`src/design/ebalu_pkg.sv`:
```
`default_nettype none

package ebalu_pkg;

  typedef enum logic [4:0] {
    OP_ADD   = 5'd0,
    OP_ADC   = 5'd1,
    OP_SUB   = 5'd2,
    OP_SBC   = 5'd3,
    OP_AND   = 5'd4,
    OP_XOR   = 5'd5,
    OP_OR    = 5'd6,
    OP_CP    = 5'd7,
    OP_INC   = 5'd8,
    OP_DEC   = 5'd9,
    OP_DAA   = 5'd10,
    OP_CPL   = 5'd11,
    OP_SCF   = 5'd12,
    OP_CCF   = 5'd13,
    OP_RLCA  = 5'd14,
    OP_RRCA  = 5'd15,
    OP_RLA   = 5'd16,
    OP_RRA   = 5'd17,
    OP_ADD16 = 5'd18
  } op_e;

  // flag byte masks, S Z Y H X PV N C from bit 7 down
  localparam logic [7:0] FL_S  = 8'h80;
  localparam logic [7:0] FL_Z  = 8'h40;
  localparam logic [7:0] FL_Y  = 8'h20;
  localparam logic [7:0] FL_H  = 8'h10;
  localparam logic [7:0] FL_X  = 8'h08;
  localparam logic [7:0] FL_PV = 8'h04;
  localparam logic [7:0] FL_N  = 8'h02;
  localparam logic [7:0] FL_C  = 8'h01;

  localparam int unsigned FB_H = 4;
  localparam int unsigned FB_N = 1;
  localparam int unsigned FB_C = 0;

  localparam logic [7:0] DAA_LIMIT    = 8'h99;
  localparam logic [7:0] DAA_HI_ADJ   = 8'h60;
  localparam logic [7:0] DAA_LO_ADJ   = 8'h06;
  localparam logic [3:0] DIGIT_MAX    = 4'd9;
  localparam logic [3:0] DAS_LO_LIMIT = 4'd5;
  localparam logic [7:0] INC_OVF      = 8'h80;
  localparam logic [7:0] DEC_OVF      = 8'h7f;

  typedef struct packed {
    logic [4:0]  operation;
    logic [7:0]  acc;
    logic [7:0]  operand;
    logic [7:0]  flags_in;
    logic [15:0] wide_left;
    logic [15:0] wide_right;
  } in_item_t;

  typedef struct packed {
    logic [7:0]  result;
    logic [15:0] wide_result;
    logic [7:0]  flags_out;
  } out_item_t;

  function automatic logic [7:0] szxy_of(logic [7:0] v);
    return {v[7], (v == 8'h00), v[5], 1'b0, v[3], 3'b000};
  endfunction

  function automatic logic [7:0] parity_of(logic [7:0] v);
    return {5'b00000, ~(^v), 2'b00};
  endfunction

endpackage

`default_nettype wire

```
`src/design/ebalu_core.sv`:
```
`default_nettype none

module ebalu_core (
  input  wire ebalu_pkg::in_item_t   item_i,
  output ebalu_pkg::out_item_t       item_o
);

  logic [7:0]  a, v, f;
  logic        cy;
  logic        sub_c, cin_c;
  logic [8:0]  sum9, ci9;
  logic [7:0]  arith_f;
  logic [3:0]  lo;
  logic        daa_c, daa_h;
  logic [7:0]  diff;
  logic [7:0]  daa_r;
  logic [16:0] sum17;
  logic [15:0] ci16;
  logic [7:0]  r, fo;
  logic [15:0] w;
  logic [7:0]  keep_nhc;

  assign a  = item_i.acc;
  assign v  = item_i.operand;
  assign f  = item_i.flags_in;
  assign cy = f[ebalu_pkg::FB_C];

  // shared 8-bit adder for add, adc, sub, sbc and cp
  assign sub_c = (item_i.operation == ebalu_pkg::OP_SUB) ||
                 (item_i.operation == ebalu_pkg::OP_SBC) ||
                 (item_i.operation == ebalu_pkg::OP_CP);
  assign cin_c = cy && ((item_i.operation == ebalu_pkg::OP_ADC) ||
                        (item_i.operation == ebalu_pkg::OP_SBC));
  assign sum9  = sub_c ? ({1'b0, a} - {1'b0, v} - {8'h00, cin_c})
                       : ({1'b0, a} + {1'b0, v} + {8'h00, cin_c});
  assign ci9   = sum9 ^ {1'b0, a} ^ {1'b0, v};
  assign arith_f = ebalu_pkg::szxy_of(sum9[7:0])
                 | (ci9[4] ? ebalu_pkg::FL_H : 8'h00)
                 | ((ci9[7] ^ ci9[8]) ? ebalu_pkg::FL_PV : 8'h00)
                 | (ci9[8] ? ebalu_pkg::FL_C : 8'h00)
                 | (sub_c ? ebalu_pkg::FL_N : 8'h00);

  // decimal adjust
  assign lo    = a[3:0];
  assign daa_c = cy || (a > ebalu_pkg::DAA_LIMIT);
  assign diff  = (daa_c ? ebalu_pkg::DAA_HI_ADJ : 8'h00)
               + ((f[ebalu_pkg::FB_H] || (lo > ebalu_pkg::DIGIT_MAX))
                  ? ebalu_pkg::DAA_LO_ADJ : 8'h00);
  assign daa_h = f[ebalu_pkg::FB_N] ? (f[ebalu_pkg::FB_H] && !(lo > ebalu_pkg::DAS_LO_LIMIT))
                                    : (lo > ebalu_pkg::DIGIT_MAX);
  assign daa_r = f[ebalu_pkg::FB_N] ? (a - diff) : (a + diff);

  assign sum17 = {1'b0, item_i.wide_left} + {1'b0, item_i.wide_right};
  assign ci16  = sum17[15:0] ^ item_i.wide_left ^ item_i.wide_right;

  assign keep_nhc = f & ~(ebalu_pkg::FL_N | ebalu_pkg::FL_H | ebalu_pkg::FL_C);

  always_comb begin
    r  = a;
    w  = 16'h0000;
    fo = f;
    case (ebalu_pkg::op_e'(item_i.operation))
      ebalu_pkg::OP_ADD, ebalu_pkg::OP_ADC, ebalu_pkg::OP_SUB, ebalu_pkg::OP_SBC: begin
        r  = sum9[7:0];
        fo = arith_f;
      end
      ebalu_pkg::OP_AND: begin
        r  = a & v;
        fo = ebalu_pkg::szxy_of(a & v) | ebalu_pkg::parity_of(a & v) | ebalu_pkg::FL_H;
      end
      ebalu_pkg::OP_XOR: begin
        r  = a ^ v;
        fo = ebalu_pkg::szxy_of(a ^ v) | ebalu_pkg::parity_of(a ^ v);
      end
      ebalu_pkg::OP_OR: begin
        r  = a | v;
        fo = ebalu_pkg::szxy_of(a | v) | ebalu_pkg::parity_of(a | v);
      end
      ebalu_pkg::OP_CP: begin
        // x and y come from the operand, not the difference
        fo = (arith_f & ~(ebalu_pkg::FL_Y | ebalu_pkg::FL_X))
           | (v & (ebalu_pkg::FL_Y | ebalu_pkg::FL_X));
      end
      ebalu_pkg::OP_INC: begin
        r  = v + 8'h01;
        fo = (f & ebalu_pkg::FL_C) | ebalu_pkg::szxy_of(v + 8'h01)
           | (((v + 8'h01) == ebalu_pkg::INC_OVF) ? ebalu_pkg::FL_PV : 8'h00)
           | (((v[3:0] + 4'h1) == 4'h0) ? ebalu_pkg::FL_H : 8'h00);
      end
      ebalu_pkg::OP_DEC: begin
        r  = v - 8'h01;
        fo = (f & ebalu_pkg::FL_C) | ebalu_pkg::szxy_of(v - 8'h01) | ebalu_pkg::FL_N
           | (((v - 8'h01) == ebalu_pkg::DEC_OVF) ? ebalu_pkg::FL_PV : 8'h00)
           | (((v[3:0] - 4'h1) == 4'hf) ? ebalu_pkg::FL_H : 8'h00);
      end
      ebalu_pkg::OP_DAA: begin
        r  = daa_r;
        fo = ebalu_pkg::szxy_of(daa_r) | ebalu_pkg::parity_of(daa_r)
           | (f & ebalu_pkg::FL_N)
           | (daa_c ? ebalu_pkg::FL_C : 8'h00)
           | (daa_h ? ebalu_pkg::FL_H : 8'h00);
      end
      ebalu_pkg::OP_CPL: begin
        r  = ~a;
        fo = f | ebalu_pkg::FL_H | ebalu_pkg::FL_N;
      end
      ebalu_pkg::OP_SCF: begin
        fo = (f & (ebalu_pkg::FL_S | ebalu_pkg::FL_Z | ebalu_pkg::FL_PV))
           | ebalu_pkg::FL_C | (a & (ebalu_pkg::FL_Y | ebalu_pkg::FL_X));
      end
      ebalu_pkg::OP_CCF: begin
        fo = (f & (ebalu_pkg::FL_S | ebalu_pkg::FL_Z | ebalu_pkg::FL_PV))
           | (a & (ebalu_pkg::FL_Y | ebalu_pkg::FL_X))
           | (cy ? ebalu_pkg::FL_H : ebalu_pkg::FL_C);
      end
      ebalu_pkg::OP_RLCA: begin
        r  = {a[6:0], a[7]};
        fo = keep_nhc | {7'b0000000, a[7]};
      end
      ebalu_pkg::OP_RLA: begin
        r  = {a[6:0], cy};
        fo = keep_nhc | {7'b0000000, a[7]};
      end
      ebalu_pkg::OP_RRCA: begin
        r  = {a[0], a[7:1]};
        fo = keep_nhc | {7'b0000000, a[0]};
      end
      ebalu_pkg::OP_RRA: begin
        r  = {cy, a[7:1]};
        fo = keep_nhc | {7'b0000000, a[0]};
      end
      ebalu_pkg::OP_ADD16: begin
        // half carry is the carry into bit 11, out of bit 10
        w  = sum17[15:0];
        fo = keep_nhc | (sum17[16] ? ebalu_pkg::FL_C : 8'h00)
           | (ci16[11] ? ebalu_pkg::FL_H : 8'h00);
      end
      default: begin
        r  = a;
        w  = 16'h0000;
        fo = f;
      end
    endcase
  end

  assign item_o.result      = r;
  assign item_o.wide_result = w;
  assign item_o.flags_out   = fo;

endmodule

`default_nettype wire

```
`src/design/eight_bit_alu_with_flags_unit.sv`:
```
`default_nettype none

// channel | direction | handshake            | payload
// in      | input     | in_valid_i, in_stall_o   | in_item_i  (ebalu_pkg::in_item_t)
// out     | output    | out_valid_o, out_stall_i | out_item_o (ebalu_pkg::out_item_t)
//
// one item per clock sustained while out is not stalled; input register then
// result register, with the alu logic between them.
// reset clears only the two valid flags; payload registers are not reset.
// a stalled result holds in the result register while the input register
// keeps one more item; in_stall_o rises only when both are full and out stalls.

module eight_bit_alu_with_flags_unit (
  input  wire                        clk_i,
  input  wire                        rst_ni,
  input  wire                        in_valid_i,
  output logic                       in_stall_o,
  input  wire ebalu_pkg::in_item_t   in_item_i,
  output logic                       out_valid_o,
  input  wire                        out_stall_i,
  output ebalu_pkg::out_item_t       out_item_o
);

  logic                 s1_valid_q, s1_valid_d;
  ebalu_pkg::in_item_t  s1_item_q;
  logic                 out_valid_q, out_valid_d;
  ebalu_pkg::out_item_t out_item_q;
  ebalu_pkg::out_item_t alu_item;
  logic                 adv2, adv1;

  assign adv2 = !out_valid_q || !out_stall_i;
  assign adv1 = !s1_valid_q || adv2;

  assign in_stall_o = !adv1;

  assign s1_valid_d  = adv1 ? in_valid_i : s1_valid_q;
  assign out_valid_d = adv2 ? s1_valid_q : out_valid_q;

  ebalu_core u_core (
    .item_i (s1_item_q),
    .item_o (alu_item)
  );

  always_ff @(posedge clk_i or negedge rst_ni) begin
    if (!rst_ni) begin
      s1_valid_q  <= 1'b0;
      out_valid_q <= 1'b0;
    end else begin
      s1_valid_q  <= s1_valid_d;
      out_valid_q <= out_valid_d;
    end
  end

  always_ff @(posedge clk_i) begin
    if (adv1 && in_valid_i) begin
      s1_item_q <= in_item_i;
    end
    if (adv2 && s1_valid_q) begin
      out_item_q <= alu_item;
    end
  end

  assign out_valid_o = out_valid_q;
  assign out_item_o  = out_item_q;

  // an accepted item always lands in the input register
  a_accept_lands: assert property (@(posedge clk_i) disable iff (!rst_ni)
    in_valid_i && !in_stall_o |=> s1_valid_q)
    else $error("accepted item lost at input register");

  // a held item in the input register must not change
  a_s1_hold: assert property (@(posedge clk_i) disable iff (!rst_ni)
    s1_valid_q && !adv2 |=> s1_valid_q && $stable(s1_item_q))
    else $error("input register changed while blocked");

  // a moving item reaches the result register next cycle
  a_to_out: assert property (@(posedge clk_i) disable iff (!rst_ni)
    s1_valid_q && adv2 |=> out_valid_o)
    else $error("item dropped between stages");

  // back pressure only when both stages are full
  a_stall_full: assert property (@(posedge clk_i) disable iff (!rst_ni)
    in_stall_o |-> s1_valid_q && out_valid_q && out_stall_i)
    else $error("input stalled with room available");

endmodule

`default_nettype wire

```
`config.mk`:
```
export PLATFORM = sky130hd
export DESIGN_NAME = eight_bit_alu_with_flags_unit
export DESIGN_NICKNAME = d
export VERILOG_FILES = /design/src/design/ebalu_pkg.sv /design/src/design/ebalu_core.sv /design/src/design/eight_bit_alu_with_flags_unit.sv
export SDC_FILE = /design/constraint.sdc
export NUM_CORES = 1
export LEC_CHECK = 0
export BUFFER_PORTS_ARGS = -buffer_cell sky130_fd_sc_hd__buf_4
export CORE_MARGIN = 3
export CORE_UTILIZATION = 63
export CTS_CLUSTER_DIAMETER = 60
export DETAILED_ROUTE_END_ITERATION = 8
export PLACE_DENSITY = 0.91
export SLEW_MARGIN = 20
export SYNTH_ARGS = -nofsm -noshare
export SYNTH_HDL_FRONTEND = slang
export SYNTH_HIERARCHICAL = 1
export SYNTH_SLANG_ARGS = --single-unit
```
`constraint.sdc`:
```
create_clock -name clk_i -period 10.85 [get_ports clk_i]
set_input_delay 2.17 -clock clk_i [delete_from_list [all_inputs] [get_ports clk_i]]
set_output_delay 2.17 -clock clk_i [all_outputs]
set_load 0.05 [all_outputs]
```
==> metrics.txt, run 1 <==
Total GRT Usage=between 30% and 40%; Post-CTS Setup Inserts=0; Remaining DRCs=0; diode count=0; status=finished clean; Iteration-0 DRC Markers=between 900 and 1000; Cell Area, Placed=roughly 7900 um^2; Synth warnings=6; total CTS buffers=9; Final Cell Area=about 8200 um^2; Final TNS setup=0 ns; Tightest Hold Check Type=register to register; Finished Core Util=about 75%; FF+latch count, synth=between 90 and 100; cts hold-fix bufs=0; wire per inst=approximately 24 um; Max-cap violations=0; critical path arrival=2.70 ns; Synth area leaders=edfxtp_1, ha_1, xnor2_1, a21oi_1, inv_1; worst-skew pair later-pin latency=about 0.37 ns; starting density of the core=between 60% and 70%; R2R cell count=19; Final Hold Vio Count=0; num rows=38; flop2flop setup slack=roughly 6.2 ns; Setup crit end=in_stall_o; DRT Wirelength=approximately 23000 um; dpl hpwl=approximately 17000 um; vias per inst=6.908; Syn Nets=between 800 and 900; fin crit period=around 5 ns; First-pass DRT Iterations=6; DIE HEIGHT=between 100 and 150 um; Worst Hold Margin=0.5385 ns; Layout Nets=940; Bufs on Longest Clock Path=2; synthesized area per cell=between 10 and 15 um^2; DP Cell Count=921; most common flop cell mapped by yosys=edfxtp_1; RR Endpoint=out_item_o[2]; reg2reg start=s1_item_q[49]; Core Area=between 10000 and 15000 um^2; worst-path fanout max=3; CTS resizes=0; slew of the pin with the lowest slew margin=0.8582 ns; hold path startpoint=s1_valid_q; Via Count=approximately 6500; number of I/O port buffers=98; clk slew on worst S/H paths=0.07 ns; Detail Route Antenna Nets=0; Boundary Pins=around 100; Root Buffer Master=clkbuf_16; vias in the first global route=approximately 6200; Synth-to-Final Area Change=15.95%; post-synthesis sequential area ratio=40.00%; Startpoint Class=primary input; Fillers=around 740; Synth Cell Area=7107 um^2; Post-Syn Instances=a little over 700; top cell type's share of synthesized area=about two fifths; final worst path period share=between 40% and 50%; setup repair after global routing missed its margin=no; ys async rst share=roughly 2.1%; Power, Total=~1.2 mW; Max Freq=205.2 MHz; pre-CTS WS=6.033 ns; Setup CP Type=primary input to output pin; die area=around 13000 um^2; first-pass GRT wire length=roughly 34000 um; Post-synth EDFFs=93; Synth area leader=edfxtp_1; worst setup margin=5.977 ns; Final Setup Violations=0; skew final=between 0.015 and 0.02 ns; H-tree Lvls=3; pwr dens=139.6 nW/um^2; WP data required=about 8.7 ns; GP Congestion=1.018; Worst slew margin=between 40% and 50%; largest net degree at the start of global routing=62; Clock Sink Count=95; CP endpoint kind=output pin; final slew viol count=0; Crit. Startpoint=out_stall_i; TritonCTS clock tree=built; non-filler cells, final=938; top cells by count, synth=edfxtp_1, ha_1, inv_1; Leak=3.421 nW; initial antenna violation count=0; total grt overflow=0; Die W=roughly 110 um; top-count cell post-synth=edfxtp_1; Max VDD drop=~0.12 mV; ratio of cells with drive above 1 in the final layout=between 10% and 20%; Yosys cell types=70
-- layout by cell type (no fill, tap or decap), types with 9 or more instances in the layout --
master and n:
nand3_1 13, nor2_1 50, mux2i_1 10, clkbuf_16 9, a21oi_1 42, o21ai_1 10, buf_4 102, xnor2_1 31
nand4_1 10, inv_1 52, edfxtp_1 93, nor3_1 17, o22ai_1 10, a21o_1 9, nand2_1 41, ha_1 77
nand2b_1 15, xor2_1 17, o21ai_0 29
-- power by group --
group	switching (mW)	internal [mW]
Clock	0.155	0.159
Sequential	0.0289	0.437
Combinational	0.228	0.143
Total	0.412	0.738
-- critical path, cell delays in order --
cell and delay [ns]:
buf_4 0.11, nand3_2 0.11, inv_1 0.11, buf_4 0.20
-- area by class of cell --
type / instances / area, um^2 / share of cell area (%)
multi-input combinational: 530 / 3946 / 47.89
timing repair buffer: 103 / 793.3 / 9.626
inverter: 54 / 202.7 / 2.460
sequential: 95 / 2843 / 34.50
tap: 140 / 175.2 / 2.126
clock buffer: 9 / 225.2 / 2.733
clock inverter: 7 / 55.05 / 0.6681
-- routing by layer --
metal	routed length [um]	global-route usage, %	vias up
met5	0	0	-
met4	1099	15.22	0
met3	2446	7.385	125
met2	10140	55.15	526
met1	8885	48.61	3015
li1	-	-	2814
-- registers in the layout (all words and copies together), names as in the netlist --
name and count:
out_valid_o 1, out_item_o 32, s1_item_q 61, s1_valid_q 1
-- how the worst min path moves through the flow --
stage,to,slack (ns),cells after the start
finish,out_valid_o,0.54,1
global route,out_valid_o,0.56,1
CTS,out_valid_o,0.53,1
detailed placement,out_valid_o,0.52,1
global placement,out_valid_o,0.49,1
floorplan,out_valid_o,0.47,1
-- cell families (layout without fill, tap and decap cells) --
logic type | Yosys count | count (layout) | share of synthesized area (%)
XOR/XNOR | 48 | 48 | 5.915
buffers and inverters | 82 | 173 | 4.648
multiplexers | 11 | 11 | 1.725
AO/OA/AOI/OAI | 187 | 187 | 17.89
adder cells (fa/ha/maj) | 82 | 82 | 14.96
flip-flops | 95 | 95 | 40.00
AND/OR/NAND/NOR | 202 | 202 | 14.86
Power figures use the tool's default switching activity.
==> run 2, diff against run 1 <==
Settings changed: ABC_AREA set to 1, CORE_UTILIZATION 63 to 53, PLACE_DENSITY 0.91 to 0.82.
Clock period 10.85 ns to 4 ns, I/O delays scaled along.
==> run 2 against run 1 <==
Compared with the run above: combinational power grew to 2.7 times the previous value; critical path type is now register to register; routed wire length is 4.6% lower; clock power grew to 2.9 times the previous value; die area is 21% higher; clock-buffer cell count stayed put; critical path depth is 25 higher.
==> metrics.txt, run 2 <==
status=finished clean; clk slew on worst S/H paths=about 0.080 ns; first-pass GRT wire length=around 34000 um; H-tree Lvls=3; total CTS buffers=9; number of I/O port buffers=98; Setup CP Type=register to register; Top reg by flops=s1_item_q; largest net degree at the start of global routing=between 60 and 70; Synth Area in Adders=between 10% and 20%; worst-skew pair later-pin latency=approximately 0.36 ns; Clock Sink Count=95; die area=~15000 um^2; final worst path period share=93.09%; largest stage delay on the critical path=0.42 ns; DRT Wirelength=21530 um; ys async rst share=about 2.1%; Die W=between 100 and 150 um; most common cell after layout, fill and taps aside=nand2_1; skew final=between 0.01 and 0.015 ns; Max VDD drop=around 0.35 mV; dpl hpwl=~17000 um; worst-path fanout max=4; FF+latch count, synth=95; final slew viol count=0; most common flop cell mapped by yosys=edfxtp_1; Syn Nets=~1100; Core Area=13400 um^2; wire per inst=about 18 um; CP max-delay cell=edfxtp_1; Final Hold Vio Count=0; Synth warnings=6; critical path arrival=slightly below 4 ns; Via Count=6834; initial antenna violation count=0; Yosys cell types=44; simple-gate area share of the yosys netlist=between 20% and 30%; Worst slew margin=50.41%; synthesized area per cell=8.105 um^2; vias in the first global route=roughly 6600; commonest non-fill, non-tap cells in the layout=nand2_1, inv_1, buf_4, edfxtp_1, ha_1; GP Congestion=1.027; pwr dens=roughly 360 nW/um^2; top cell type's share of synthesized area=38.11%; post-synthesis sequential area ratio=roughly 39%; num rows=42; CP endpoint kind=register; diode count=0; Synth area leader=edfxtp_1; DIE HEIGHT=between 100 and 150 um; vias per inst=5.690; Remaining DRCs=0; total grt overflow=0; Final TNS setup=0 ns; Synth-to-Final Area Change=18.89%; Post-Syn Instances=904; mux cell area share after synthesis=0%; max FFs per register=61; ratio of cells with drive above 1 in the final layout=~16%; fin crit period=between 3 and 4 ns; Post-Synth XOR/XNOR Area=2.032%; complex-gate fraction of the synthesized area=under 10%; Layout Nets=1167; Worst Hold Margin=between 0.2 and 0.25 ns; Root Buffer Master=clkbuf_16; WP data required=slightly above 4 ns; Detail Route Antenna Nets=0; Bufs on Longest Clock Path=2; Synth area leaders=edfxtp_1, ha_1, nand2_1, inv_1, nand3_1; Iteration-0 DRC Markers=~600; Leak=4.205 nW; slew of the pin with the lowest slew margin=0.7439 ns; Final Setup Violations=0; starting density of the core=54.68%; Max-cap violations=0; Max Freq=around 270 MHz; Startpoint Class=register; TritonCTS clock tree=built; Synth Cell Area=7327 um^2; First-pass DRT Iterations=6; top-count cell post-synth=nand2_1; Tightest Hold Check Type=primary input to asynchronous set/reset pin; most numerous cell on the critical path=nand2_1; Fillers=between 1000 and 1500; top cells by count, synth=nand2_1, inv_1, edfxtp_1; Post-synth EDFFs=93; Total GRT Usage=between 20% and 30%; Boundary Pins=between 90 and 100; main combinational cell family by area after synthesis=simple AND/OR/NAND/NOR gates
-- run 2: through the flow --
| step | std cells | area, um^2 | setup WS [ns] | util (%) | power (mW) |
|---|---|---|---|---|---|
| after floorplan | 904 | 7327 | 0.3308 | - | 1.955 |
| after global placement | 1182 | 8330 | 0.2923 | 62.17 | 2.230 |
| after detailed placement | 1182 | 8330 | 0.1144 | 62.17 | 2.248 |
| after CTS | 1198 | 8653 | 0.07612 | 64.58 | 3.160 |
| after global routing | 1201 | 8711 | -0.002486 | 65.00 | 3.347 |
| final | 1201 | 8711 | 0.2766 | 65.00 | 3.172 |
-- run 2: kinds of logic (layout without fill, tap and decap cells) --
logic type                 count (synthesis)  in the layout
and+or+nand+nor                          449            449
buffers and inverters                    138            259
DFF                                       95             95
adders and majority gates                 82             82
xor gates and xnor gates                  17             17
AOI/OAI and AO/OA                        123            123
-- run 2: per-layer routing --
layer | part of all wire (%) | wire length, um | vias to the layer above | GRT usage (%)
met3 | 7.4 | 1596 | 82 | 5.359
met4 | 5.8 | 1254 | 0 | 16.47
met5 | 0 | 0 | - | 0
met2 | 46 | 9866 | 339 | 46.14
li1 | - | - | 3294 | -
met1 | 41 | 8807 | 3119 | 37.17
-- run 2: final timing paths --
| path | slack, ns | from | depth (start not counted) | end |
|---|---|---|---|---|
| worst max-delay path | 0.28 | s1_item_q[50] | 29 | out_item_o[2] |
| min in group clk_i | 0.55 | s1_valid_q | 2 | s1_valid_q |
| worst max register to register | 0.28 | s1_item_q[50] | 29 | out_item_o[2] |
| worst min register to register | 0.55 | s1_valid_q | 2 | s1_valid_q |
| max in group asynchronous | 3.69 | rst_ni | 1 | out_valid_o |
| worst min-delay path | 0.22 | rst_ni | 1 | s1_valid_q |
-- run 2: layout make-up --
cell class | count | area, um^2 | share of cell area (%)
Sequential cell | 95 | 2843 | 32.63
Tap cell | 176 | 220.2 | 2.528
Timing Repair Buffer | 112 | 860.8 | 9.882
Clock buffer | 9 | 225.2 | 2.585
Inverter | 131 | 491.7 | 5.645
Clock inverter | 7 | 97.59 | 1.120
Multi-Input combinational cell | 671 | 3973 | 45.60
-- run 2: critical path: cells and delay by family, from the launching register on --
| family | cells | cell delay [ns] |
|---|---|---|
| AND/OR/NAND/NOR | 18 | 1.24 |
| adder cells (fa/ha/maj) | 3 | 0.89 |
| AO/OA/AOI/OAI | 3 | 0.57 |
| flip-flops | 1 | 0.42 |
| buffers and inverters | 5 | 0.36 |
-- run 2: timing repair --
item,CTS,global route
setup buffers,0,2
hold buffers,0,0
gates resized for setup,0,3
endpoints found under the setup margin,0,1
-- run 2: power breakdown --
part           total (mW)  internal, mW  switching (mW)
Clock               0.912         0.506           0.406
Sequential           1.24          1.19          0.0500
Combinational        1.02         0.355           0.667
